$ cat src/rtl/bam_pkg.sv
// ----------------------------------------------------------------------------
// Block average mosaic package
// Widths, register indexes and shared types of the mosaic block.
// ----------------------------------------------------------------------------
package bam_pkg;

  localparam int MAX_TILE_ROWS = 256;
  localparam int MAX_TILE      = 64;
  localparam int DIM_LIMIT     = 4096;

  localparam int DIM_W  = 13;
  localparam int POS_W  = 12;
  localparam int TS_W   = 7;
  localparam int PIX_W  = 8;
  localparam int SUM_W  = 20;
  localparam int CNT_W  = 13;
  localparam int NUM_CH = 3;

  localparam int OFS_W = (MAX_TILE > 1) ? $clog2(MAX_TILE) : 1;
  localparam int IDX_W = (MAX_TILE_ROWS > 1) ? $clog2(MAX_TILE_ROWS) : 1;

  localparam int DIV_BITS   = 4;
  localparam int DIV_CYCLES = SUM_W / DIV_BITS;
  localparam int DIVC_W     = (DIV_CYCLES > 1) ? $clog2(DIV_CYCLES) : 1;

  localparam int CFG_IDX_W = 2;

  typedef enum logic [CFG_IDX_W-1:0] {
    REG_WIDTH  = 2'd0,
    REG_HEIGHT = 2'd1,
    REG_TILE   = 2'd2
  } cfg_reg_t;

  typedef struct packed {
    logic [IDX_W-1:0] idx;
    logic             first;
    logic             last;
    logic             done;
    logic [POS_W-1:0] tx;
    logic [POS_W-1:0] ty;
    logic [CNT_W-1:0] cnt;
  } pos_info_t;

endpackage

$ cat src/rtl/bam_pos.sv
// ----------------------------------------------------------------------------
// Block average mosaic position tracker
// Configuration registers and column-major pixel and tile position counters.
// ----------------------------------------------------------------------------
module bam_pos (
  input  logic                              clk,
  input  logic                              rst_n,
  input  logic                              cfg_we,
  input  logic [bam_pkg::CFG_IDX_W-1:0]     cfg_index,
  input  logic [bam_pkg::DIM_W-1:0]         cfg_data,
  input  logic                              step,
  output bam_pkg::pos_info_t                info
);

  logic [bam_pkg::DIM_W-1:0] wid_r, hgt_r;
  logic [bam_pkg::TS_W-1:0]  tsz_r;
  logic [bam_pkg::POS_W-1:0] x_r, y_r, tx_r, ty_r;
  logic [bam_pkg::POS_W-1:0] x_nxt, y_nxt, tx_nxt, ty_nxt;
  logic [bam_pkg::OFS_W-1:0] xo_r, yo_r, xo_nxt, yo_nxt;
  logic [bam_pkg::IDX_W-1:0] tr_r, tr_nxt;

  logic [bam_pkg::DIM_W-1:0] w_eff, h_eff, w_m1, h_m1, w_rem, h_rem;
  logic [bam_pkg::TS_W-1:0]  ts_eff, ts_m1, cw, ch;
  logic [2*bam_pkg::TS_W-1:0] area;
  logic x_last, y_last, xo_last, yo_last;

  always_comb begin
    if (wid_r == '0) begin
      w_eff = bam_pkg::DIM_W'(1);
    end else if (wid_r > bam_pkg::DIM_W'(bam_pkg::DIM_LIMIT)) begin
      w_eff = bam_pkg::DIM_W'(bam_pkg::DIM_LIMIT);
    end else begin
      w_eff = wid_r;
    end
    if (hgt_r == '0) begin
      h_eff = bam_pkg::DIM_W'(1);
    end else if (hgt_r > bam_pkg::DIM_W'(bam_pkg::DIM_LIMIT)) begin
      h_eff = bam_pkg::DIM_W'(bam_pkg::DIM_LIMIT);
    end else begin
      h_eff = hgt_r;
    end
    if (tsz_r == '0) begin
      ts_eff = bam_pkg::TS_W'(1);
    end else if (tsz_r > bam_pkg::TS_W'(bam_pkg::MAX_TILE)) begin
      ts_eff = bam_pkg::TS_W'(bam_pkg::MAX_TILE);
    end else begin
      ts_eff = tsz_r;
    end
  end

  assign w_m1  = w_eff - bam_pkg::DIM_W'(1);
  assign h_m1  = h_eff - bam_pkg::DIM_W'(1);
  assign ts_m1 = ts_eff - bam_pkg::TS_W'(1);

  assign x_last  = ({1'b0, x_r} == w_m1);
  assign y_last  = ({1'b0, y_r} == h_m1);
  assign xo_last = (bam_pkg::TS_W'(xo_r) == ts_m1);
  assign yo_last = (bam_pkg::TS_W'(yo_r) == ts_m1);

  // Clipped tile extent at the right and bottom edges.
  assign w_rem = w_eff - {1'b0, tx_r};
  assign h_rem = h_eff - {1'b0, ty_r};
  assign cw    = (w_rem < bam_pkg::DIM_W'(ts_eff)) ? w_rem[bam_pkg::TS_W-1:0] : ts_eff;
  assign ch    = (h_rem < bam_pkg::DIM_W'(ts_eff)) ? h_rem[bam_pkg::TS_W-1:0] : ts_eff;
  assign area  = cw * ch;

  assign info.idx   = tr_r;
  assign info.first = (xo_r == '0) && (yo_r == '0);
  assign info.last  = (xo_last || x_last) && (yo_last || y_last);
  assign info.done  = x_last && y_last;
  assign info.tx    = tx_r;
  assign info.ty    = ty_r;
  assign info.cnt   = area[bam_pkg::CNT_W-1:0];

  always_comb begin
    x_nxt  = x_r;
    y_nxt  = y_r;
    xo_nxt = xo_r;
    yo_nxt = yo_r;
    tx_nxt = tx_r;
    ty_nxt = ty_r;
    tr_nxt = tr_r;
    if (y_last) begin
      y_nxt  = '0;
      yo_nxt = '0;
      ty_nxt = '0;
      tr_nxt = '0;
      if (x_last) begin
        x_nxt  = '0;
        xo_nxt = '0;
        tx_nxt = '0;
      end else begin
        x_nxt = x_r + bam_pkg::POS_W'(1);
        if (xo_last) begin
          xo_nxt = '0;
          tx_nxt = x_r + bam_pkg::POS_W'(1);
        end else begin
          xo_nxt = xo_r + bam_pkg::OFS_W'(1);
        end
      end
    end else begin
      y_nxt = y_r + bam_pkg::POS_W'(1);
      if (yo_last) begin
        yo_nxt = '0;
        ty_nxt = y_r + bam_pkg::POS_W'(1);
        if (tr_r == bam_pkg::IDX_W'(bam_pkg::MAX_TILE_ROWS - 1)) begin
          tr_nxt = '0;
        end else begin
          tr_nxt = tr_r + bam_pkg::IDX_W'(1);
        end
      end else begin
        yo_nxt = yo_r + bam_pkg::OFS_W'(1);
      end
    end
  end

  always_ff @(posedge clk) begin
    if (!rst_n) begin
      wid_r <= bam_pkg::DIM_W'(64);
      hgt_r <= bam_pkg::DIM_W'(64);
      tsz_r <= bam_pkg::TS_W'(8);
      x_r   <= '0;
      y_r   <= '0;
      xo_r  <= '0;
      yo_r  <= '0;
      tx_r  <= '0;
      ty_r  <= '0;
      tr_r  <= '0;
    end else if (cfg_we) begin
      unique case (cfg_index)
        bam_pkg::REG_WIDTH:  wid_r <= cfg_data;
        bam_pkg::REG_HEIGHT: hgt_r <= cfg_data;
        bam_pkg::REG_TILE:   tsz_r <= cfg_data[bam_pkg::TS_W-1:0];
        default: ;
      endcase
      x_r  <= '0;
      y_r  <= '0;
      xo_r <= '0;
      yo_r <= '0;
      tx_r <= '0;
      ty_r <= '0;
      tr_r <= '0;
    end else if (step) begin
      x_r  <= x_nxt;
      y_r  <= y_nxt;
      xo_r <= xo_nxt;
      yo_r <= yo_nxt;
      tx_r <= tx_nxt;
      ty_r <= ty_nxt;
      tr_r <= tr_nxt;
    end
  end

endmodule

$ cat config.mk
export PLATFORM = sky130hd
export DESIGN_NAME = bam_pos
export DESIGN_NICKNAME = d
export VERILOG_FILES = /design/src/rtl/bam_pkg.sv /design/src/rtl/bam_pos.sv
export SDC_FILE = /design/constraint.sdc
export NUM_CORES = 1
export LEC_CHECK = 0
export ABC_AREA = 1
export ABC_CLOCK_PERIOD_IN_PS = 10600
export BUFFER_PORTS_ARGS = -buffer_cell sky130_fd_sc_hd__clkbuf_2
export CAP_MARGIN = 10
export CORE_MARGIN = 2
export CORE_UTILIZATION = 45
export DETAILED_ROUTE_END_ITERATION = 8
export HOLD_SLACK_MARGIN = 0.15
export SLEW_MARGIN = 20
export SYNTH_ARGS = -nofsm -noshare
export SYNTH_HDL_FRONTEND = slang
export SYNTH_SLANG_ARGS = --single-unit
export TNS_END_PERCENT = 20
$ cat constraint.sdc
create_clock -name clk -period 10.6 [get_ports clk]
set_input_delay 0.53 -clock clk [delete_from_list [all_inputs] [get_ports clk]]
set_output_delay 0.53 -clock clk [all_outputs]
set_load 0.05 [all_outputs]
== After elaboration in Yosys (flattened, before gate mapping) ==
Cells that the tools add are included.
Cells by class
  $lt $le $gt $ge: 5
  muxes and demuxes: 21
  bitwise gates (word level): 1
  add/subtract/negate cells: 10
  reductions and logical operators: 20
  multipliers: 1
  equality and inequality tests: 7
Operators by type and width (number)
  $mux 12: 6
  $mux 13: 4
  $mux 7: 4
  $eq 12x13->1: 2
  $gt 13x13->1 const B: 2
  $logic_not 13->1: 2
  $lt 13x7->1: 2
  $sub 13x1->13 const B: 2
  $sub 13x12->13: 2
  $add 12x1->12 const B: 2
  $mux 6: 4
  $mux 8: 3
  $eq 6x7->1: 2
  $mul 7x7->13: 1
  $add 6x1->6 const B: 2
  $logic_not 6->1: 2
  $reduce_and 2->1: 5
  $add 8x1->8 const B: 1
  $eq 8x8->1 const B: 1
  $gt 7x7->1 const B: 1
  $logic_not 7->1: 1
  $sub 7x1->7 const B: 1
  $reduce_bool 2->1: 2
  $logic_and 1x1->1: 3
  7 further kinds: 8
Word-level totals
  input bits: 19
  flip-flop bits (word level): 101
  logic and storage cells: 75

== Depth between registers and ports, before layout ==
  depth in word-level cells: 7
  mapped depth: 49
  depth with buffers taken out: 47

== Worst setup path before layout ==
OpenSTA, ideal clock, no wires.
  path kind: reg2out
  from: reg wid_r[6] in the netlist's numbering
  to: out info[11] in the netlist's numbering
  cell stages (with the launch flop): 42
  arrival time: 7589 ps
  path buffers: 1
  setup slack: 2481 ps
  data required time: 10070 ps
  cells stage by stage: dfxtp_1 > nor2_1 > nand2_1 > nor2_1 > nand2_1 > nand2_1 > inv_1 > ha_1 > inv_1 > fa_1 > nand2_1 > o21ai_1 > nand3_1 > nand2_1 > xor2_1 > ha_1 > a21oi_1 > nand2_1 > [... 6 more ...] > o21ai_2 > or2_1 > fa_1 > fa_1 > inv_1 > fa_1 > inv_1 > fa_1 > inv_1 > ha_1 > nand2_1 > o21ai_0 > a21oi_1 > o21bai_1 > nand2_1 > a21oi_1 > nor2_1 > xor2_1
RTL lines
  start: declaration: RTL line bam_pos.sv:15  | logic [bam_pkg::DIM_W-1:0] wid_r, hgt_r;
  start signal: assignment: RTL line bam_pos.sv:119  | wid_r <= bam_pkg::DIM_W'(64);
  start signal: assignment: RTL line bam_pos.sv:131  | bam_pkg::REG_WIDTH: wid_r <= cfg_data;
  end: declaration: RTL line bam_pos.sv:12  | output bam_pkg::pos_info_t info

==> results.yml <==
timing:
  slew_headroom: 0.5339
  hold_viol: 0
  rsz0062_at_grt: "false"
  fin_setup_tns_ns: 0
  whs_ns: 0.4570
  period_minus_slack_ns: 9.267
  finalSetupViolations: 0
  clock.fmax_ghz: 0.1079
  slew_violations: 0
  worst_pin_slew_ns: 0.6971
  min_period_over_period: 0.8742
  skew_ns: 0.01498
yosys:
  ys_types: 50
  synth-edff-count: 0
  synth_commonest_cells: "321 x nand2_1, 232 x nor2_1, 210 x inv_1"
  yosysMostFrequentCell: "nand2_1"
  synth_top_area_cell: "dfxtp_1"
  synth_area_leaders: "dfxtp_1 21%, nand2_1 13%, ha_1 10%"
  synth_top_flop_cell: "dfxtp_1"
  synth-seq-cells: 101
  synth-seq-area-share: 0.2127
  synth_area_per_cell_um2: 6.423
  syn_area_um2: 9507
  synthArstFlopShare: 0
  ys_warn_count: 0
  synthesis.instances: 1480
  syn_nets: 1600
  yosysTopAreaCellShare: 0.2127
worst_setup_path:
  critPathLaunch: "wid_r[6]"
  crit_type: "reg2out"
  critPathTopFamily: "adder cells"
  slowest_stage: "fa_1"
  crit_path_start_kind: "flip-flop"
  rrSetupSlack_ns: 7.00
  crit_buf_inv: 7
  cp.required_ns: 10.07
  critical_path.max_stage_delay_ns: 0.55
  cpMostUsedCell: "nand2_1"
  worstReg2RegStart: "hgt_r[10]"
  cp-end-kind: "output pin"
  cp.arrival_ns: 8.74
  critPathMaxFanout: 12
final_layout:
  multi_input_area_um2: 6526
  antennaDiodeCount: 0
  n_fill_cell: 2223
  nNetsFinal: 1655
  area_delta_synth_final_pct: 9.200
  final_util: 0.4970
  regArea_um2: 2022
  drive_gt1_frac: 0.08247
power_and_ir_drop:
  ir_drop_uv: 61.20
  p_leak_nw: 5.258
  power_mw: 1.189
  power_density_nw_per_um2: 114.6
clock_tree:
  cts.repair.resized: 0
  clock_latency_ns: 0.37
  clk_root_buffer_cell: "clkbuf_16"
  tritoncts: "built"
  cts_made_buffers: 9
  clkTransAtPathRegs_ns: 0.07
  cts.htree.levels: 3
  postCtsHoldBufs: 0
  cts_sinks: 101
  clock_path_buffers: 2
  post_cts_buffers: 0
floorplan:
  dieWidth_um: 149.3
  fp.dieH_um: 149.3
  rows: 53
  fp.coreArea_um2: 20890
  start_util: 0.4551
  io_pins: 67
  dieArea_um2: 22300
outcome:
  status: "completed"
global_route:
  grt_max_degree: 47
  overflow: 0
  grt_use_total: 0.2461
  grt_pass1_wl_mm: 43.78
  antenna_found_initial: 0
  grt_pass1_vias: 8547
job:
  cap_violations: 0
place:
  portBuffers: 66
  hpwl_mm: 22.20
  gp_congestion: 0.9711
route:
  drt_iter0_drc: 530
  wl_mm: 27.15
  drt_first_pass_iters: 5
  via_count: 9463
  drc: 0
  drt-vias-per-instance: 5.214
  detail-route-antenna-nets: 0
  post_drt_wl_per_cell_um: 14.96
hold_path:
  min-delay-start: "cfg_data[10]"
  min_path_type: "in2reg"
layout by cell type (no fill, tap or decap), types with 3 or more instances in the layout:
cell type / n
nand2_1: 321
nor2_1: 231
inv_1: 210
nand3_1: 116
dfxtp_1: 101
o21ai_0: 76
ha_1: 76
clkbuf_2: 66
a21oi_1: 65
xor2_1: 58
fa_1: 25
nand4_1: 22
o21ai_1: 21
xnor2_1: 19
nor3_1: 17
o22ai_1: 9
clkbuf_16: 9
nand2_2: 8
or2_2: 7
o21ai_2: 6
nand3b_1: 6
o21bai_1: 5
inv_2: 5
a31oi_1: 4
nor2_2: 4
nor4_1: 4
o41ai_1: 4
nor2_4: 4
a21o_1: 3
nand2_4: 3
nor2b_1: 3
buf_4: 3
registers in the layout (all words and copies together) (netlist names):
name,cells
y_r,12
tsz_r,7
x_r,12
tr_r,8
ty_r,12
tx_r,12
wid_r,13
xo_r,6
hgt_r,13
yo_r,6
per-layer routing:
layer,global-route usage,part of all wire,wire (µm),vias to the layer above
met5,0,0,0,-
met4,0.06714,0.017,464,0
met3,0.02569,0.053,1447,32
met2,0.3876,0.44,11880,227
met1,0.3573,0.49,13360,4337
li1,-,-,-,4867
layout make-up:
cell class / instances / area share
clock buffers: 9 / 0.02169
clock inverters: 7 / 0.009280
inverters: 217 / 0.07846
multi-input cells: 1137 / 0.6287
flip-flops and latches: 101 / 0.1948
well taps: 275 / 0.03314
repair buffers: 69 / 0.03399
through the flow:
stage	cells	setup WS (ns)	instance area [µm²]
after global routing	1815	0.4279	10380
after floorplan	1480	2.481	9507
after global placement	1799	1.971	10060
final	1815	1.333	10380
after detailed placement	1799	1.738	10060
after CTS	1815	1.347	10380
final timing paths:
check,endpoint,cells after the start
min,hgt_r[10],3
min reg2reg,tsz_r[3],2
max,info[12],44
max reg2reg,x_r[10],20
cell families after synthesis:
kind of cell | Yosys count | share of synthesized area
AND/OR/NAND/NOR | 757 | 0.3422
buffers and inverters | 242 | 0.1016
AO/OA/AOI/OAI | 201 | 0.1174
adder cells (fa/ha/maj) | 101 | 0.1527
flip-flops | 101 | 0.2127
XOR/XNOR | 78 | 0.07344
worst min-delay path: cells and delay by family:
family / cells / cell delay, ns
simple gates: 2 / 0.13
buf+inv: 1 / 0.12
power breakdown:
part	leakage [nW]	switching [mW]	internal, mW
Combinational	4.28	0.293	0.134
Sequential	0.818	0.00917	0.387
Clock	0.160	0.158	0.208
Total	5.26	0.460	0.729
Power figures use the tool's default switching activity.
