<file path="config.mk">
export PLATFORM = sky130hd
export DESIGN_NAME = bam_div
export DESIGN_NICKNAME = d
export VERILOG_FILES = /design/src/rtl/bam_pkg.sv /design/src/rtl/bam_div.sv
export SDC_FILE = /design/constraint.sdc
export NUM_CORES = 1
export LEC_CHECK = 0
export BUFFER_PORTS_ARGS = -buffer_cell sky130_fd_sc_hd__buf_4
export CORE_MARGIN = 3
export CORE_UTILIZATION = 60
export DETAILED_ROUTE_END_ITERATION = 7
export HOLD_SLACK_MARGIN = 0.1
export PLACE_DENSITY = 0.82
export SLEW_MARGIN = 20
export SYNTH_ARGS = -nofsm -noshare
export SYNTH_HDL_FRONTEND = slang
export SYNTH_SLANG_ARGS = --single-unit
</file>
<file path="constraint.sdc">
create_clock -name clk -period 26.3 [get_ports clk]
set_input_delay 5.26 -clock clk [delete_from_list [all_inputs] [get_ports clk]]
set_output_delay 5.26 -clock clk [all_outputs]
set_load 0.01 [all_outputs]
</file>
<file path="src/rtl/bam_pkg.sv">
// ----------------------------------------------------------------------------
// Block average mosaic package
// Widths, register indexes and shared types of the mosaic block.
// ----------------------------------------------------------------------------
package bam_pkg;

  localparam int MAX_TILE_ROWS = 256;
  localparam int MAX_TILE      = 64;
  localparam int DIM_LIMIT     = 4096;

  localparam int DIM_W  = 13;
  localparam int POS_W  = 12;
  localparam int TS_W   = 7;
  localparam int PIX_W  = 8;
  localparam int SUM_W  = 20;
  localparam int CNT_W  = 13;
  localparam int NUM_CH = 3;

  localparam int OFS_W = (MAX_TILE > 1) ? $clog2(MAX_TILE) : 1;
  localparam int IDX_W = (MAX_TILE_ROWS > 1) ? $clog2(MAX_TILE_ROWS) : 1;

  localparam int DIV_BITS   = 4;
  localparam int DIV_CYCLES = SUM_W / DIV_BITS;
  localparam int DIVC_W     = (DIV_CYCLES > 1) ? $clog2(DIV_CYCLES) : 1;

  localparam int CFG_IDX_W = 2;

  typedef enum logic [CFG_IDX_W-1:0] {
    REG_WIDTH  = 2'd0,
    REG_HEIGHT = 2'd1,
    REG_TILE   = 2'd2
  } cfg_reg_t;

  typedef struct packed {
    logic [IDX_W-1:0] idx;
    logic             first;
    logic             last;
    logic             done;
    logic [POS_W-1:0] tx;
    logic [POS_W-1:0] ty;
    logic [CNT_W-1:0] cnt;
  } pos_info_t;

endpackage

</file>
<file path="src/rtl/bam_div.sv">
// ----------------------------------------------------------------------------
// Block average mosaic divider
// Iterative restoring divider for the three color sums, four bits per cycle.
// ----------------------------------------------------------------------------
module bam_div (
  input  logic                                                clk,
  input  logic                                                rst_n,
  input  logic                                                start,
  input  logic [bam_pkg::NUM_CH-1:0][bam_pkg::SUM_W-1:0]      dividend,
  input  logic [bam_pkg::CNT_W-1:0]                           divisor,
  output logic                                                busy,
  output logic [bam_pkg::NUM_CH-1:0][bam_pkg::PIX_W-1:0]      quotient
);

  logic                                                busy_r;
  logic [bam_pkg::DIVC_W-1:0]                          cnt_r;
  logic [bam_pkg::CNT_W-1:0]                           dsr_r;
  logic [bam_pkg::NUM_CH-1:0][bam_pkg::CNT_W-1:0]      rem_r, rem_nxt;
  logic [bam_pkg::NUM_CH-1:0][bam_pkg::SUM_W-1:0]      q_r, q_nxt;

  always_comb begin
    logic [bam_pkg::CNT_W:0]   part;
    logic [bam_pkg::CNT_W-1:0] rem_v;
    logic [bam_pkg::SUM_W-1:0] q_v;
    logic                      qbit;
    for (int l = 0; l < bam_pkg::NUM_CH; l++) begin
      rem_v = rem_r[l];
      q_v   = q_r[l];
      for (int k = 0; k < bam_pkg::DIV_BITS; k++) begin
        part = {rem_v, q_v[bam_pkg::SUM_W-1]};
        qbit = (part >= {1'b0, dsr_r});
        if (qbit) begin
          part = part - {1'b0, dsr_r};
        end
        rem_v = part[bam_pkg::CNT_W-1:0];
        q_v   = {q_v[bam_pkg::SUM_W-2:0], qbit};
      end
      rem_nxt[l] = rem_v;
      q_nxt[l]   = q_v;
    end
  end

  always_ff @(posedge clk) begin
    if (!rst_n) begin
      busy_r <= 1'b0;
      cnt_r  <= '0;
    end else if (start) begin
      busy_r <= 1'b1;
      cnt_r  <= '0;
    end else if (busy_r) begin
      cnt_r <= cnt_r + bam_pkg::DIVC_W'(1);
      if (cnt_r == bam_pkg::DIVC_W'(bam_pkg::DIV_CYCLES - 1)) begin
        busy_r <= 1'b0;
      end
    end
  end

  always_ff @(posedge clk) begin
    if (start) begin
      dsr_r <= divisor;
      rem_r <= '0;
      q_r   <= dividend;
    end else if (busy_r) begin
      rem_r <= rem_nxt;
      q_r   <= q_nxt;
    end
  end

  assign busy = busy_r;

  always_comb begin
    for (int l = 0; l < bam_pkg::NUM_CH; l++) begin
      quotient[l] = q_r[l][bam_pkg::PIX_W-1:0];
    end
  end

endmodule

</file>
Word level (Yosys, flattened, before mapping)
Index checks and enable logic that the tools add are counted.
{ "classes": {"div": 0, "n_reduce_logical": 2, "muxes": 17, "eq_ne": 1, "shifts": 0, "bitwise": 1, "mul": 0, "addsub": 13, "order_cmp": 12} }
{ "op_table": {"columns": ["operator", "count"], "rows": [
  ["14-bit by 13-bit greater-or-equal comparator with 1-bit output", 12],
  ["13-bit two-way mux", 12],
  ["13-bit subtractor", 12],
  ["60-bit two-way mux", 2],
  ["3-bit by 1-bit adder with 3-bit output (second input constant)", 1],
  ["3-bit == test (second input constant)", 1],
  ["1-bit two-way mux", 3],
  ["2-bit nonzero test", 1],
  ["2-bit OR reduction", 1],
  ["1-bit inverter", 1]
]} }
{ "word_totals": {"latch_bits": 0, "register_bits": 116, "output_inout_bits": 25, "n_memories": 0, "mem_bits_rw": 0, "romBits": 0} }

Logic depth before layout (Yosys ltp)
Gate-level depths: netlist (run 1).
{ "depth": {"depth_word": 9, "ltp_mapped": 48, "ltp_nobuf": 44} }

Worst setup path before layout (run 1)
Ideal clock, no wire load.
{ "synth_timing": {"path_type": "register to register", "from": "register dsr_r[1] (netlist name)", "to": "register q_r (netlist bit quotient[0]) (data pin)", "stages_incl_launch_ff": 40, "n_path_buf": 3, "arrival_time_ns": 9.122, "path_slack_ns": 16.918, "synth_period_minus_slack_ns": 9.382, "cell_sequence": "edfxtp_1 > inv_1 > ha_1 > and4_1 > o21a_1 > o31ai_1 > nand2_1 > clkbuf_1 > a21oi_1 > inv_1 > fa_1 > nand2b_1 > a211oi_1 > o41ai_1 > nand2_1 > o21a_1 > a21o_1 > buf_2 > (+4 left out) > nand3_1 > a41oi_1 > a221o_1 > inv_1 > a221oi_4 > nor2_1 > a311o_1 > ha_1 > nor2b_1 > o21ai_0 > a21boi_0 > o211a_1 > o2111ai_1 > a31oi_1 > a2111oi_0 > mux2i_1 > buf_2 > mux2_2"} }
{ "synth_between": {"elab_chain_len": 9} }
{ "synth_lines": {"columns": ["element", "line_no", "text"], "rows": [
  ["start, declared", "bam_div.sv:17", "logic [bam_pkg::CNT_W-1:0] dsr_r;"],
  ["start signal, assigned", "bam_div.sv:60", "dsr_r <= divisor;"],
  ["13-bit subtractor / 14-bit by 13-bit greater-or-equal comparator with 1-bit output (equally long branches)", "bam_div.sv:33, bam_div.sv:31", null],
  ["13-bit two-way mux", "bam_div.sv:32", "if (qbit) begin"],
  ["13-bit subtractor / 14-bit by 13-bit greater-or-equal comparator with 1-bit output (equally long branches)", "bam_div.sv:33, bam_div.sv:31", null],
  ["13-bit two-way mux", "bam_div.sv:32", null],
  ["13-bit subtractor / 14-bit by 13-bit greater-or-equal comparator with 1-bit output (equally long branches)", "bam_div.sv:33, bam_div.sv:31", null],
  ["13-bit two-way mux", "bam_div.sv:32", null],
  ["14-bit by 13-bit greater-or-equal comparator with 1-bit output *", "bam_div.sv:31", "qbit = (part >= {1'b0, dsr_r});"],
  ["60-bit two-way mux *", "bam_div.sv:63", "end else if (busy_r) begin"],
  ["60-bit two-way mux *", "bam_div.sv:59", "if (start) begin"],
  ["end signal, assigned", "bam_div.sv:62", "q_r <= dividend;"],
  ["end signal, assigned", "bam_div.sv:65", "q_r <= q_nxt;"],
  ["end, declared", "bam_div.sv:19", "logic [bam_pkg::NUM_CH-1:0][bam_pkg::SUM_W-1:0] q_r, q_nxt;"]
]} }
Mark *: on every way between the ends. The rest lies on a longest branch, timed or not. The select of a mux whose other input is x is not followed.
A chain may end at the register's enable or synchronous reset.

Final worst setup path (run 1)
{ "layout_timing": {"from": "register dsr_r[0] (netlist name)", "to": "register q_r (netlist bit quotient[0]) (data pin)"} }
Same word-level chain as after synthesis.

==> results of run 1 <==
==> worst register-to-register path, delay by kind of cell, from the launching register on <==
kind            cells  cell delay (ns)
compound gates     19             5.74
fa+ha+maj           5             1.93
simple gates        9             1.37
mux                 3             0.85
buf+inv             3             0.45
flops               1             0.67
==> stage by stage <==
step	hold slack [ns]	utilization [%]	cells	setup WS, ns	instance area, µm²
after global routing	0.5460	68.78	1876	14.50	14730
after global placement	0.4980	66.22	1844	15.30	14180
after CTS	0.5103	68.78	1876	15.21	14730
final	0.5154	68.78	1876	15.04	14730
after floorplan	0.4693	-	1520	16.92	13340
after detailed placement	0.5010	66.22	1844	15.26	14180
==> logic make-up after synthesis <==
logic type	Yosys count	share of synthesized area, %
XOR/XNOR	110	7.221
AO/OA/AOI/OAI	419	21.47
AND/OR/NAND/NOR	412	14.86
multiplexers	142	11.68
adder cells (fa/ha/maj)	170	16.62
buffers and inverters	151	5.261
flip-flops	116	22.88
==> per-layer routing <==
layer / vias up / part of all wire, %
li1: 5770 / -
met4: 0 / 4.6
met1: 5696 / 41
met5: - / 0
met2: 498 / 47
met3: 127 / 7.7
==> layout make-up <==
cell class              instances  share of cell area, %
multi-input cells            1253                  65.11
repair buffers                118                  6.013
well taps                     275                  2.336
inverters                      82                  2.089
clock buffers                  17                  2.888
clock inverters                15                 0.8323
flip-flops and latches        116                  20.73
==> registers in the layout, indices dropped and copies added, names as in the netlist <==
signal	flops
busy	1
cnt_r	3
dsr_r	13
q_nxt	24
q_r	12
quotient	24
rem_r	39
==> cells in the final DEF (no fill, tap or decap), types with 6 or more instances in the layout <==
cell type	n
ha_1	158
nor2_1	152
buf_4	118
a21oi_1	105
mux2_2	95
inv_1	81
nand2_1	78
edfxtp_1	73
xnor2_1	72
o21ai_0	59
a21o_1	43
dfxtp_1	42
mux2i_1	40
xor2_1	38
a211oi_1	37
nor2b_1	31
nor3_1	30
nand4_1	29
o21a_1	27
nand2b_1	23
o21ai_1	19
clkbuf_16	17
nand3_1	16
and3_1	12
fa_1	12
o21bai_1	10
o31ai_1	10
o31a_1	9
a21boi_0	9
or2_2	8
a31oi_1	8
o22ai_1	7
and2_1	7
a211oi_2	7
a31o_2	6
nor3b_1	6
a221o_1	6
inv_6	6
==> worst max-delay path by stage <==
stage | to | slack (ns) | cells past startpoint
CTS | quotient[0]$_DFFE_PP_ | 15.21 | 39
detailed placement | quotient[0]$_DFFE_PP_ | 15.26 | 39
floorplan | quotient[0]$_DFFE_PP_ | 16.92 | 39
global route | rem_r[2]$_SDFFE_PP0P_ | 14.50 | 41
global placement | quotient[0]$_DFFE_PP_ | 15.30 | 39
finish | quotient[0]$_DFFE_PP_ | 15.04 | 39
==> summary.md, run 1 <==
• **critical path's top delay family** compound AO/OA/AOI/OAI gates
• **length in cells of the worst reg-to-reg path** 39
• **PostCTS Resize Cnt** 0
• **Worst path max stage delay** 0.67 ns
• **Initial Util** 62.29%
• **Die Outline Area** 24060 µm²
• **antenna violations before repair** 0
• **count of max-cap constraint violations** 0
• **flop and latch count out of synthesis** 116
• **class of the most critical setup path** reg2reg
• **met3 layer usage reported by global route** 6.537%
• **number of max-slew violations in the final report** 0
• **number of warnings printed during yosys synthesis** 0
• **Area Growth Syn to Fin** 10.41%
• **CTS Root Cell** clkbuf_16
• **minimum period implied by the final worst setup slack** 11.26 ns
• **Final Hold Fails** 0
• **capture instance of the worst register-to-register path** quotient[0]$_DFFE_PP_
• **accumulated negative setup slack** 0 ns
• **period utilisation layout** 42.82%
• **cell area after technology mapping** 13340 µm²
• **pin count of the biggest net entering global routing** 65
• **Hold Path Cell Cnt** 2
• **RSZ-0062 raised after global routing** no
• **post-synth top area share** 16.43%
• **DR iter-0 viols** 1089
• **GR met2 Demand/Resource** 52.62%
• **# DRC** 0
• **routed vias** 12091
• **CP Capture Type** flip-flop
• **hold crit path type** reg2reg
• **first-pass GRT wire length** 60660 µm
• **endpoints failing setup** 0
• **total number of H-tree levels** 4
• **highest net fanout along the worst path** 22
• **average size of a mapped cell** 8.778 µm²
• **number of cell rows** 53
• **leading area contributor after synthesis** edfxtp_1
• **number of global-route vias before repair** 11989
• **number of inserted filler cells in the final layout** 1627
• **maximum operating frequency** 88.80 MHz
• **post-CTS setup-driven buffer insertion count** 0
• **post-synthesis cell type count** 82
• **met1 Track Usage GR** 39.17%
• **Least-Margin Pin Slew** 0.8740 ns
• **dominant synthesized flop cell** edfxtp_1
• **total congestion overflow after global routing** 0
• **worst setup slack for register-to-register paths** 15.04 ns
• **data required time of the critical path** 26.48 ns
• **Routability Congestion** 1.000
• **TritonCTS sink count** 116
• **most common cell in the synthesized netlist** ha_1
• **Port-buffer cells** 100
• **sequential fraction of the synthesis area** 22.88%
• **number of placed I/O pins** 101
• **Net Count, Synth** 1766
• **launch point of the worst reg-to-reg path** dsr_r[0]$_DFFE_PP_
• **remaining number of nets flagged by the antenna check after routing** 0
• **Worst EP arrival** 11.44 ns
• **Num CTS Buffers** 17
• **Worst Hold Path EP** rem_r[34]$_SDFFE_PP0P_
• **insertion delay of the later-clocked pin in the worst-skew pair** 0.43 ns
• **vias per std cell** 6.445
• **CTS tree** built
• **diodes inserted** 0
• **Placeable Area** 21420 µm²
• **average wire per standard cell** 20.46 µm
• **clock skew** 0.01591 ns
• **headroom to the max-slew limit** 41.72%
• **maximum clock path buffer count** 2
• **Detailed Routing Iterations Pass 1** 6
• **area used by sequential logic in the layout** 3054 µm²
• **GRT Resource Usage Total** 31.46%
• **Final Routed Wirelength** 38380 µm
• **leading cell types by total area after synthesis** edfxtp_1 16%, ha_1 15%, mux2_2 8.0%
• **area of combinational cells with multiple inputs** 9592 µm²
• **Top Usage Layer GRT** met2
• **net count reported at finish** 1834
• **Hold-fix buffers, CTS** 0
• **Critical Path Start** dsr_r[0]$_DFFE_PP_
• **number of synthesized flops with an enable pin** 73
• **run status** complete, no violations
• **synthesized netlist cell count** 1520
• **top cells by instance count after synthesis** 158 x ha_1, 152 x nor2_1, 105 x a21oi_1
• **HPWL after detailed placement** 28290 µm
• **Async SR Flop Fraction** 0%
• **die height** 155.1 µm
• **clock slew at the register clock pins of the worst setup and hold paths** 0.06 ns
• **ratio of cells with drive above 1 in the final layout** 17.68%
• **Chip Width** 155.1 µm
• **hold path startpoint** rem_r[34]$_SDFFE_PP0P_
• **CP bufs+invs** 3
• **category of the worst setup path launch point** flip-flop
• **cell type of the slowest stage on the worst timing path** edfxtp_1
Power of run 1 is left out: the tool's default activity adds up to more than one toggle a clock period on the data nets, which glitch-free logic cannot reach.
==> run 2, diff against run 1 <==
--- a/config.mk
+++ b/config.mk
@@ -5,12 +5,13 @@
 export SDC_FILE = /design/constraint.sdc
 export NUM_CORES = 1
 export LEC_CHECK = 0
+export ABC_AREA = 1
 export BUFFER_PORTS_ARGS = -buffer_cell sky130_fd_sc_hd__buf_4
 export CORE_MARGIN = 3
-export CORE_UTILIZATION = 60
+export CORE_UTILIZATION = 57
 export DETAILED_ROUTE_END_ITERATION = 7
 export HOLD_SLACK_MARGIN = 0.1
-export PLACE_DENSITY = 0.82
+export PLACE_DENSITY = 0.81
 export SLEW_MARGIN = 20
 export SYNTH_ARGS = -nofsm -noshare
 export SYNTH_HDL_FRONTEND = slang
==> constraint.sdc (replaced) <==
create_clock -name clk -period 9.52 [get_ports clk]
set_input_delay 1.904 -clock clk [delete_from_list [all_inputs] [get_ports clk]]
set_output_delay 1.904 -clock clk [all_outputs]
set_load 0.01 [all_outputs]
==> run 2 against run 1 <==
Effect of this change: area after synthesis up 9.3%; worst hold slack worse by 0.037 ns; sequential share of layout area down 1.8 points; count of clock-buffer cells in the layout unchanged; register-to-register slack worse by 14 ns; first-iteration DRC count up 24%; non-clock buffer count up 6; sequential cell count unchanged; utilization down 3.7 points; routed wire length up 17%; worst setup slack worse by 14 ns; critical path type unchanged; critical endpoint is now quotient[16]$_DFFE_PP_.
==> summary.md, run 2 <==
• **first-pass GRT wire length** 71520 µm, +18%
• **area used by sequential logic in the layout** 3053 µm², about the same
• **post-synth top area share** 21.26%, +4.8 points
• **number of inserted filler cells in the final layout** 2322, +43%
• **diodes inserted** 0, unchanged
• **pin count of the biggest net entering global routing** 75, +15%
• **Async SR Flop Fraction** 0%, unchanged
• **category of the worst setup path launch point** flip-flop
• **flop and latch count out of synthesis** 116, unchanged
• **insertion delay of the later-clocked pin in the worst-skew pair** 0.43 ns, about the same
• **die height** 166.0 µm, +7.0%
• **cell type of the slowest stage on the worst timing path** edfxtp_1
• **dominant synthesized flop cell** edfxtp_1
• **number of synthesized flops with an enable pin** 73, unchanged
• **Port-buffer cells** 100, unchanged
• **final cell area excluding filler cells** 16120 µm², +9.4%
• **minimum period implied by the final worst setup slack** 8.774 ns, -2.488 ns
• **RSZ-0062 raised after global routing** no
• **most common cell after layout, fill and taps aside** nand2_1
• **synthesized netlist cell count** 2293, +51%
• **most common cell in the synthesized netlist** nand2_1
• **maximum operating frequency** 114.0 MHz, +28%
• **hold crit path type** reg2reg
• **highest net fanout along the worst path** 25, +14%
• **number of cell rows** 57, +7.5%
• **Initial Util** 58.93%, -3.4 points
• **headroom to the max-slew limit** 45.66%, +3.9 points
• **Least-Margin Pin Slew** 0.8151 ns, -0.05890 ns
• **period utilisation layout** 92.16%, +49 points
• **number of placed I/O pins** 101, unchanged
• **most frequent cell on the critical path** nand2_1
• **count of max-cap constraint violations** 0, unchanged
• **area of combinational cells with multiple inputs** 9761 µm², +1.8%
• **accumulated negative setup slack** 0 ns, unchanged
• **Placeable Area** 24750 µm², +16%
• **leading cell types by total area after synthesis** nand2_1 21%, edfxtp_1 15%, ha_1 14%
• **net count reported at finish** 2609, +42%
• **CTS Root Cell** clkbuf_16
• **Chip Width** 166.0 µm, +7.0%
• **Worst path max stage delay** 0.48 ns, -0.19 ns
• **number of max-slew violations in the final report** 0, unchanged
• **# DRC** 0, unchanged
• **CP Capture Type** flip-flop
• **number of global-route vias before repair** 14311, +19%
• **ratio of cells with drive above 1 in the final layout** 9.301%, -8.4 points
• **vias per std cell** 5.497, -15%
• **highest-count cells in the layout ignoring fill and taps** 826 x nand2_1, 341 x inv_1, 163 x nand3_1
• **Net Count, Synth** 2539, +44%
• **GRT Resource Usage Total** 32.01%, +0.55 points
• **HPWL after detailed placement** 34290 µm, +21%
• **Routability Congestion** 0.9855, -1.4%
• **Die Outline Area** 27540 µm², +14%
• **Num CTS Buffers** 17, unchanged
• **Post-Place Cell Area** 15480 µm², +9.2%
• **clock slew at the register clock pins of the worst setup and hold paths** 0.06 ns, about the same
• **antenna violations before repair** 0, unchanged
• **average size of a mapped cell** 6.360 µm², -28%
• **cell area after technology mapping** 14580 µm², +9.3%
• **data required time of the critical path** 9.65 ns, -16.83 ns
• **TritonCTS sink count** 116, unchanged
• **endpoints failing setup** 0, unchanged
• **clock skew** 0.007447 ns, -0.008464 ns
• **number of warnings printed during yosys synthesis** 0, unchanged
• **leading area contributor after synthesis** nand2_1
• **total congestion overflow after global routing** 0, unchanged
• **Detailed Routing Iterations Pass 1** 6, unchanged
• **remaining number of nets flagged by the antenna check after routing** 0, unchanged
• **average wire per standard cell** 16.62 µm, -19%
• **CTS tree** built
• **Final Routed Wirelength** 44870 µm, +17%
• **Hold-fix buffers, CTS** 0, unchanged
• **class of the most critical setup path** reg2reg
• **maximum clock path buffer count** 2, unchanged
• **Worst EP arrival** 8.90 ns, -2.54 ns
• **sequential fraction of the synthesis area** 20.93%, -1.9 points
• **post-synthesis cell type count** 44, -46%
• **Final Hold Fails** 0, unchanged
• **top cells by instance count after synthesis** 826 x nand2_1, 343 x inv_1, 163 x nand3_1
• **Top reg by flops** rem_r
• **total number of H-tree levels** 4, unchanged
• **Area Growth Syn to Fin** 10.51%, about the same
• **DR iter-0 viols** 1354, +24%
• **routed vias** 14842, +23%
• **run status** complete, no violations
• **flip-flop count of the largest register, all copies and words added** 39, unchanged
==> run 2: cell count changes after synthesis, sizes merged, moves of 26 or more <==
cell,delta
nand2,+759
inv,+277
nand3,+162
mux2,-100
mux2i,-42
a211oi,-41
nor2,-34
xor2,+32
nor2b,-31
a21o,-30
xnor2,-27
o21a,-26
==> run 2: cell families after synthesis <==
kind of cell             share of synthesized area [%]
flip-flops                                       20.93
AO/OA/AOI/OAI                                    10.55
adder cells (fa/ha/maj)                          15.20
AND/OR/NAND/NOR                                  34.13
buffers and inverters                            12.28
XOR/XNOR                                         6.906
==> run 2: critical path, delay by kind of cell, from the launching register on <==
family | cells | cell delay (ns)
buf+inv | 8 | 0.98
simple gates | 18 | 2.37
flops | 1 | 0.48
compound gates | 13 | 2.93
fa+ha+maj | 5 | 1.69
==> run 2: cell type report <==
| type | instances | area share [%] |
|---|---|---|
| multi-input cells | 1745 | 60.56 |
| flip-flops and latches | 116 | 18.94 |
| inverters | 359 | 8.361 |
| repair buffers | 124 | 5.776 |
| clock buffers | 17 | 2.640 |
| well taps | 324 | 2.515 |
| clock inverters | 15 | 1.203 |
==> run 2: worst paths after layout <==
path	to	start	depth (start not counted)	slack (ns)
max	quotient[16]$_DFFE_PP_	dsr_r[0]$_DFFE_PP_	44	0.75
min	busy$_SDFF_PN0_	cnt_r[2]$_SDFFE_PP0P_	1	0.48
max reg2reg	quotient[16]$_DFFE_PP_	dsr_r[0]$_DFFE_PP_	44	0.75
min reg2reg	busy$_SDFF_PN0_	cnt_r[2]$_SDFFE_PP0P_	1	0.48
==> run 2: timing repair <==
item	4_1_cts	5_1_grt
resized for setup	0	3
setup endpoints to repair	0	26
hold endpoints to repair	0	0
setup buffers	0	0
==> run 2: per-layer routing <==
layer  routed length, µm  track usage (%)  share of wire [%]  vias up
met5                   0                0                  0        -
met4                2094            14.47                4.7        0
met3                3167            5.023                7.1      144
met2               20900            54.38                 47      531
met1               18710            40.19                 42     6694
li1                    -                -                  -     7473
==> run 2: stage by stage <==
stage / cells / setup slack [ns] / hold slack, ns / util (%)
6_report: 2700 / 0.7465 / 0.4783 / 65.12
5_1_grt: 2700 / 0.008074 / 0.4953 / 65.12
4_1_cts: 2700 / 0.6803 / 0.4781 / 65.06
3_5_place_dp: 2668 / 0.7821 / 0.4696 / 62.56
3_3_place_gp: 2668 / 0.9333 / 0.4619 / 62.56
2_1_floorplan: 2293 / 1.912 / 0.4358 / -
Power of run 2 is left out for the same reason.
==> run 3, diff against run 2 <==
--- a/config.mk
+++ b/config.mk
@@ -11,7 +11,7 @@
 export CORE_UTILIZATION = 57
 export DETAILED_ROUTE_END_ITERATION = 7
 export HOLD_SLACK_MARGIN = 0.1
-export PLACE_DENSITY = 0.81
+export PLACE_DENSITY = 0.89
 export SLEW_MARGIN = 20
 export SYNTH_ARGS = -nofsm -noshare
 export SYNTH_HDL_FRONTEND = slang
==> constraint.sdc (replaced) <==
create_clock -name clk -period 9.52 [get_ports clk]
set_input_delay 1.904 -clock clk [delete_from_list [all_inputs] [get_ports clk]]
set_output_delay 1.904 -clock clk [all_outputs]
set_load 0.05 [all_outputs]
==> run 3 against run 2 <==
Effect of this change: worst setup slack worse by 0.026 ns; count of clock-buffer cells in the layout stayed put; fmax is 0.29% lower; critical path type unchanged; die area stayed put; first-iteration DRC count is 32% higher; worst hold slack worse by 0.00062 ns; critical path depth is 6 higher; largest cell class unchanged; sequential cell count stayed put; final area is 0.23% higher; non-clock buffer count is 10 higher.
==> summary.md, run 3 (synthesized netlist as in run 2, its figures left out) <==
• **Worst EP arrival** 9.12 ns, +0.22 ns
• **maximum clock path buffer count** 2, unchanged
• **Routability Congestion** 1.032, +4.7%
• **Initial Util** 58.93%, unchanged
• **run status** complete, no violations
• **diodes inserted** 0, unchanged
• **CTS tree** built
• **Highest Signal Layer** met4
• **routed vias** 15228, +2.6%
• **highest-count cells in the layout ignoring fill and taps** 826 x nand2_1, 341 x inv_1, 163 x nand3_1
• **class of the most critical setup path** reg2reg
• **number of cell rows** 57, unchanged
• **count of max-cap constraint violations** 0, unchanged
• **Least-Margin Pin Slew** 0.6868 ns, -0.1283 ns
• **Critical Path Start** dsr_r[12]$_DFFE_PP_
• **Top reg by flops** rem_r
• **hold path startpoint** cnt_r[2]$_SDFFE_PP0P_
• **net count reported at finish** 2619, +0.38%
• **headroom to the max-slew limit** 54.21%, +8.6 points
• **die height** 166.0 µm, unchanged
• **CP bufs+invs** 12, +4
• **Met1 Routed Length** 19170 µm, +2.5%
• **CP Capture Type** flip-flop
• **data required time of the critical path** 9.84 ns, +0.19 ns
• **pin count of the biggest net entering global routing** 59, -21%
• **Die Outline Area** 27540 µm², unchanged
• **first-pass GRT wire length** 73140 µm, +2.3%
• **total number of H-tree levels** 4, unchanged
• **most common cell after layout, fill and taps aside** nand2_1
• **sum of met2 wire segment lengths after detailed routing** 20530 µm, -1.8%
• **met3 wire length** 4704 µm, +49%
• **hold crit path type** reg2reg
• **clock slew at the register clock pins of the worst setup and hold paths** 0.07 ns, about the same
• **critical path's top delay family** simple AND/OR/NAND/NOR gates
• **period utilisation layout** 92.43%, +0.27 points
• **clock skew** 0.01819 ns, +0.01074 ns
• **DR iter-0 viols** 1792, +32%
• **cell type of the slowest stage on the worst timing path** o21ai_0
• **area used by sequential logic in the layout** 3053 µm², unchanged
• **Num CTS Buffers** 17, unchanged
• **Final Hold Fails** 0, unchanged
• **highest net fanout along the worst path** 18, -28%
• **HPWL after detailed placement** 36170 µm, +5.5%
• **ratio of cells with drive above 1 in the final layout** 9.681%, +0.38 points
• **Chip Width** 166.0 µm, unchanged
• **number of max-slew violations in the final report** 0, unchanged
• **Area Growth Syn to Fin** 10.76%
• **TritonCTS sink count** 116, unchanged
• **remaining number of nets flagged by the antenna check after routing** 0, unchanged
• **minimum period implied by the final worst setup slack** 8.799 ns, +0.02561 ns
• **area of combinational cells with multiple inputs** 9783 µm², +0.23%
• **most frequent cell on the critical path** nand2_1
• **Detailed Routing Iterations Pass 1** 6, unchanged
• **Hold-fix buffers, CTS** 0, unchanged
• **category of the worst setup path launch point** flip-flop
• **Port-buffer cells** 100, unchanged
• **Worst path max stage delay** 0.41 ns, -0.07 ns
• **Final Routed Wirelength** 46640 µm, +3.9%
• **number of placed I/O pins** 101, unchanged
• **# DRC** 0, unchanged
• **GRT Resource Usage Total** 32.68%, +0.66 points
• **Placeable Area** 24750 µm², unchanged
• **endpoints failing setup** 0, unchanged
• **antenna violations before repair** 0, unchanged
• **number of global-route vias before repair** 14512, +1.4%
• **insertion delay of the later-clocked pin in the worst-skew pair** 0.44 ns, about the same
• **vias per std cell** 5.619, +2.2%
• **number of inserted filler cells in the final layout** 2199, -5.3%
• **average wire per standard cell** 17.21 µm, +3.6%
• **flip-flop count of the largest register, all copies and words added** 39, unchanged
• **total congestion overflow after global routing** 0, unchanged
• **final cell area excluding filler cells** 16150 µm², +0.23%
• **CTS Root Cell** clkbuf_16
• **maximum operating frequency** 113.6 MHz, -0.29%
• **launch point of the worst reg-to-reg path** dsr_r[12]$_DFFE_PP_
• **Post-Place Cell Area** 15560 µm², +0.49%
## run 3: changes by cell type in the layout (fill, tap and decap cells not counted), moves of 2 or more
cell	before	now
clkinv_2	0	2
buf_4	124	134
nand3_2	13	10
inv_8	0	4
nand3_4	2	5
o21ai_0	72	67
o21ai_1	25	30
inv_6	6	8
bufinv_16	3	0
clkinv_4	5	0
## run 3: routing by layer
metal  GRT usage (%)  up-vias
met3           7.260      169
met1           42.36     6827
met5               0        -
met2           52.01      769
li1                -     7463
met4           15.37        0
## run 3: layout make-up
cell class / instances / area share (%)
multi-input cells: 1745 / 60.57
flip-flops and latches: 116 / 18.90
clock inverters: 15 / 0.8211
inverters: 359 / 8.342
well taps: 324 / 2.510
repair buffers: 134 / 6.228
clock buffers: 17 / 2.634
## run 3: path summary, 6_finish.rpt
kind | endpoint | slack, ns | cells past startpoint
worst max-delay path | rem_r[20]$_SDFFE_PP0P_ | 0.72 | 50
worst min-delay path | busy$_SDFF_PN0_ | 0.48 | 1
worst max register to register | rem_r[20]$_SDFFE_PP0P_ | 0.72 | 50
worst min register to register | busy$_SDFF_PN0_ | 0.48 | 1
## run 3: what timing repair did
| action | in CTS | in global routing |
|---|---|---|
| hold endpoints to repair | 0 | 0 |
| gates resized for setup | 0 | 11 |
| endpoints found under the setup margin | 0 | 27 |
| buffers inserted | 0 | 0 |
## run 3: per-stage QoR
stage	hold slack, ns	util (%)	instances	worst slack (ns)	TNS (ns)
final	0.4776	65.27	2710	0.7209	0
after global routing	0.4843	65.27	2710	-0.02752	-0.02752
after CTS	0.4786	65.12	2710	0.5571	0
after detailed placement	0.4670	62.86	2678	0.6235	0
after global placement	0.4397	62.86	2678	0.6448	0
after floorplan	0.4358	-	2293	1.912	0
Power of run 3 is left out for the same reason.
